### src/rtl/qrv_pkg.sv
`timescale 1ns / 1ps
`default_nettype none

package qrv_pkg;

	// field widths
	localparam int QUAT_W  = 16;
	localparam int VEC_W   = 24;

	// intermediate widths
	localparam int PROD1_W = 40;  // quaternion word times vector word
	localparam int T_W     = 41;  // component of q * v
	localparam int PROD2_W = 56;  // component of q * v times quaternion word
	localparam int P_W     = 58;  // component of q * v * conj(q)
	localparam int N_W     = 33;  // squared norm
	localparam int SQ_W    = 31;  // one squared quaternion word
	localparam int D_W     = N_W + 1;          // doubled norm, divisor
	localparam int NUM_W   = P_W + 2;          // 2 * |p| + n
	localparam int QUO_W   = VEC_W;            // quotient bits per lane
	localparam int REM_W   = D_W;              // partial remainder

	// register indexes
	localparam int CFG_IDX_W = 3;
	localparam logic [CFG_IDX_W-1:0] REG_QUAT_X = 3'd0;
	localparam logic [CFG_IDX_W-1:0] REG_QUAT_Y = 3'd1;
	localparam logic [CFG_IDX_W-1:0] REG_QUAT_Z = 3'd2;
	localparam logic [CFG_IDX_W-1:0] REG_QUAT_W = 3'd3;

	localparam logic signed [QUAT_W-1:0] QUAT_W_RESET = 16'sd4096;

	localparam logic [VEC_W-1:0] VEC_MAX = 24'h7FFFFF;
	localparam logic [VEC_W-1:0] VEC_MIN = 24'h800000;

	// rotation quaternion as held by the register file
	typedef struct packed {
		logic signed [QUAT_W-1:0] x;
		logic signed [QUAT_W-1:0] y;
		logic signed [QUAT_W-1:0] z;
		logic signed [QUAT_W-1:0] w;
	} quat_t;

	// exact numerator of each rotated component
	typedef struct packed {
		logic signed [P_W-1:0] x;
		logic signed [P_W-1:0] y;
		logic signed [P_W-1:0] z;
	} pvec_t;

	// state that travels down the divide stages
	typedef struct packed {
		logic             vld;
		logic             neg;
		logic             ovf;
		logic [REM_W-1:0] rem;
		logic [QUO_W-1:0] quo;
		logic [QUO_W-1:0] low;
	} div_state_t;

endpackage

`default_nettype wire

### src/rtl/qrv_norm.sv
`timescale 1ns / 1ps
`default_nettype none

module qrv_norm (
	input  wire logic                    clk,
	input  wire qrv_pkg::quat_t          quat,
	output logic [qrv_pkg::N_W-1:0]      norm
);

	logic [qrv_pkg::SQ_W-1:0] sq_x_q;
	logic [qrv_pkg::SQ_W-1:0] sq_y_q;
	logic [qrv_pkg::SQ_W-1:0] sq_z_q;
	logic [qrv_pkg::SQ_W-1:0] sq_w_q;
	logic [qrv_pkg::N_W-1:0]  norm_q;

	// square each word
	always_ff @(posedge clk) begin
		sq_x_q <= qrv_pkg::SQ_W'(quat.x) * qrv_pkg::SQ_W'(quat.x);
		sq_y_q <= qrv_pkg::SQ_W'(quat.y) * qrv_pkg::SQ_W'(quat.y);
		sq_z_q <= qrv_pkg::SQ_W'(quat.z) * qrv_pkg::SQ_W'(quat.z);
		sq_w_q <= qrv_pkg::SQ_W'(quat.w) * qrv_pkg::SQ_W'(quat.w);
	end

	// sum the squares
	always_ff @(posedge clk) begin
		norm_q <= qrv_pkg::N_W'(sq_x_q) + qrv_pkg::N_W'(sq_y_q)
			+ qrv_pkg::N_W'(sq_z_q) + qrv_pkg::N_W'(sq_w_q);
	end

	assign norm = norm_q;

endmodule

`default_nettype wire

### config.mk
export PLATFORM = sky130hd
export DESIGN_NAME = qrv_norm
export DESIGN_NICKNAME = d
export VERILOG_FILES = /design/src/rtl/qrv_pkg.sv /design/src/rtl/qrv_norm.sv
export SDC_FILE = /design/constraint.sdc
export NUM_CORES = 2
export LEC_CHECK = 0
export ABC_AREA = 1
export BUFFER_PORTS_ARGS = -buffer_cell sky130_fd_sc_hd__clkbuf_2
export CAP_MARGIN = 30
export CORE_MARGIN = 3
export CORE_UTILIZATION = 30
export CTS_CLUSTER_SIZE = 28
export DETAILED_ROUTE_END_ITERATION = 10
export REMOVE_ABC_BUFFERS = 1
export SYNTH_ARGS = -nofsm -noshare
export SYNTH_HDL_FRONTEND = slang
export SYNTH_SLANG_ARGS = --single-unit
export TNS_END_PERCENT = 5
### constraint.sdc
create_clock -name clk -period 17.9 [get_ports clk]
set_input_delay 1.79 -clock clk [delete_from_list [all_inputs] [get_ports clk]]
set_output_delay 1.79 -clock clk [all_outputs]
set_load 0.005 [all_outputs]
==> flow_summary.json <==
{
  "synth_most_common_cell": "inv_1",
  "synth.distinct_cells": 37,
  "clock_path_buffers": 2,
  "antenna_found_initial": 13,
  "die_h_um": 389,
  "hold_slack_ns": 0.525,
  "timing_hold_violations_final": 0,
  "grt.total_usage": 0.151,
  "wl_um": 111000,
  "rows": 140,
  "rsz0062_at_grt": "false",
  "cts_inserted_buffers": 17,
  "synth_fa_ha_area_frac": 0.550,
  "seq_area_frac_synth": 0.0695,
  "reg2reg_from": "sq_y_q[22]",
  "ys_top_cells_by_area": "fa_1 (44%), inv_1 (15%), ha_1 (11%)",
  "start_util": 0.302,
  "post_cts_buffers": 0,
  "crit_chain": "clkbuf_2 > nand2_1 > inv_1 > fa_1 > inv_1 > fa_1 > inv_1 > fa_1 > fa_1 > fa_1 > inv_1 > fa_1 > inv_1 > ha_1 > nand4_1 > nor2_1 > nand4_1 > nand4_1 > nand2_1",
  "worst-setup-path-type": "in -> reg",
  "place.gp.congestion": 0.931,
  "synth_edf_count": 0,
  "worstSetupStartpointType": "input pin",
  "dp_hpwl_um": 98400,
  "route.detailed.drc": 0,
  "cts_resized": 0,
  "critPathCaptureType": "register",
  "synth_top_family_by_area": "adder cells",
  "synth_top_area_share": 0.444,
  "tns_ns": 0,
  "drtIter0Drc": 1778,
  "syn_area_um2": 44100,
  "coreArea_um2": 146000,
  "hold_end": "norm[0]",
  "vias_per_cell": 4.41,
  "slew_violations": 0,
  "async_flop_share": 0,
  "hp-start": "sq_w_q[0]",
  "max_slew_margin": 0.572,
  "status": "finished, final reports clean",
  "setup_viol": 0,
  "antenna_left": 0,
  "detail_route.first_pass.iterations": 5,
  "die_area_um2": 152000,
  "path_clk_slew_ns": 0.07,
  "worstPathMaxFanout": 22,
  "avgSynthCellArea_um2": 8.03,
  "hp-class": "reg -> reg",
  "hold_path_depth": 1,
  "cts_tree": "yes",
  "ys_ff_latch": 153,
  "min_period_ns": 7.15,
  "synth_compound_area_frac": 0.0343,
  "yosysWarnings": 0,
  "io_buffers": 97,
  "syn_inst": 5491,
  "finalNetCount": 6899,
  "dieWidth_um": 389,
  "netlist.top_cell.by_area": "fa_1",
  "slowest_stage": "fa_1",
  "hold_buffers": 0,
  "worst_path_most_repeated_cell": "fa_1",
  "grt_max_degree": 24,
  "final_core_util": 0.323,
  "grt_overflow": 0,
  "ios": 98,
  "r2r_setup_slack_ns": 14.72,
  "timing.rr.end": "norm[29]",
  "clock_skew_ns": 0.0112,
  "period_share": 0.399,
  "cts_root_buf": "clkbuf_16",
  "synth_common_cells": "inv_1 (1704), nand2_1 (1200), fa_1 (977)",
  "vias": 32700,
  "design_area_um2": 47100,
  "h-tree-depth": 4,
  "synthXorXnorAreaFrac": 0.0262,
  "drv_cap": 0,
  "placed_cell_area_um2": 46500,
  "worst_path_dominant_cell_family": "adder cells",
  "worstPathArrival_ns": 7.47,
  "r2r_cells": 11,
  "synthMuxAreaShare": 0,
  "clock-sinks": 153,
  "critPathBufInv": 6,
  "area_growth_pct": 6.84,
  "worst_ep_required_time_ns": 18.22,
  "wire_per_inst_um": 15.0,
  "grt_pass1_vias": 35500,
  "critPathMaxStageDelay_ns": 0.75,
  "layout-drive-gt1-share": 0.0371,
  "max_freq_mhz": 140,
  "worst_pin_slew_ns": 0.640,
  "clk_latency_ns": 0.45,
  "grt_first_pass_wirelength_um": 185000,
  "synthFlopType": "dfxtp_1",
  "yosys.area_share.simple": 0.163
}
-- kinds of logic (layout without fill, tap and decap cells) --
family	count (synthesis)	in the layout
AOI/OAI and AO/OA	272	272
buffers and inverters	1841	1842
DFF	153	153
and+or+nand+nor	1737	1737
adders and majority gates	1354	1354
other	2	10
xor gates and xnor gates	132	132
-- layout by cell type, fill, tap and decap left out, drive strengths merged --
master,instances
ha,377
xnor2,31
nand4,72
nand3,170
a21o,8
o21a,2
nor3b,1
clkbuf,115
and2,3
nor2,221
clkinv,10
a21oi,157
conb,3
nand3b,5
bufinv,1
diode,7
fa,977
o21bai,25
nor3,38
inv,1714
dfxtp,153
xor2,101
nor4,1
or2,10
a31o,7
o21ai,73
nand2,1216
clkinvlp,2
-- registers in the layout, indices dropped and copies added, names as in the netlist --
register  count
norm         33
sq_w_q       30
sq_x_q       30
sq_y_q       30
sq_z_q       30
-- worst max-delay path by stage --
stage / from / to / slack (ns) / cells after the start
floorplan: quat[15] / sq_w_q[30] / 11.30 / 22
detailed placement: quat[63] / sq_x_q[30] / 10.33 / 21
finish: quat[31] / sq_z_q[23] / 10.75 / 19
global route: quat[15] / sq_w_q[29] / 10.39 / 21
CTS: quat[63] / sq_x_q[30] / 10.80 / 21
global placement: quat[18] / sq_z_q[29] / 10.35 / 19
-- through the flow --
step,setup WS [ns],cells
6_report,10.75,7417
5_1_grt,10.39,7411
4_1_cts,10.80,7410
3_5_place_dp,10.33,7378
3_3_place_gp,10.35,7378
2_1_floorplan,11.30,5364
-- metal layers --
layer  global-route usage  wire (um)
met5                    0         89
met4               0.0165        885
met3               0.0183       4270
met2                0.273      55900
met1                0.200      49800
-- cell type report --
class / count / area (um2)
clock buffer: 18 / 439
clock inverter: 14 / 156
sequential: 153 / 3060
fill: 15400 / 98800
multi-input combinational: 3498 / 34100
timing repair buffer: 97 / 485
antenna: 7 / 17.5
inverter: 1713 / 6430
tap: 1917 / 2400
Power is not shown: default switching activity piles up to over one toggle a cycle in this logic, so the estimate is an artifact.
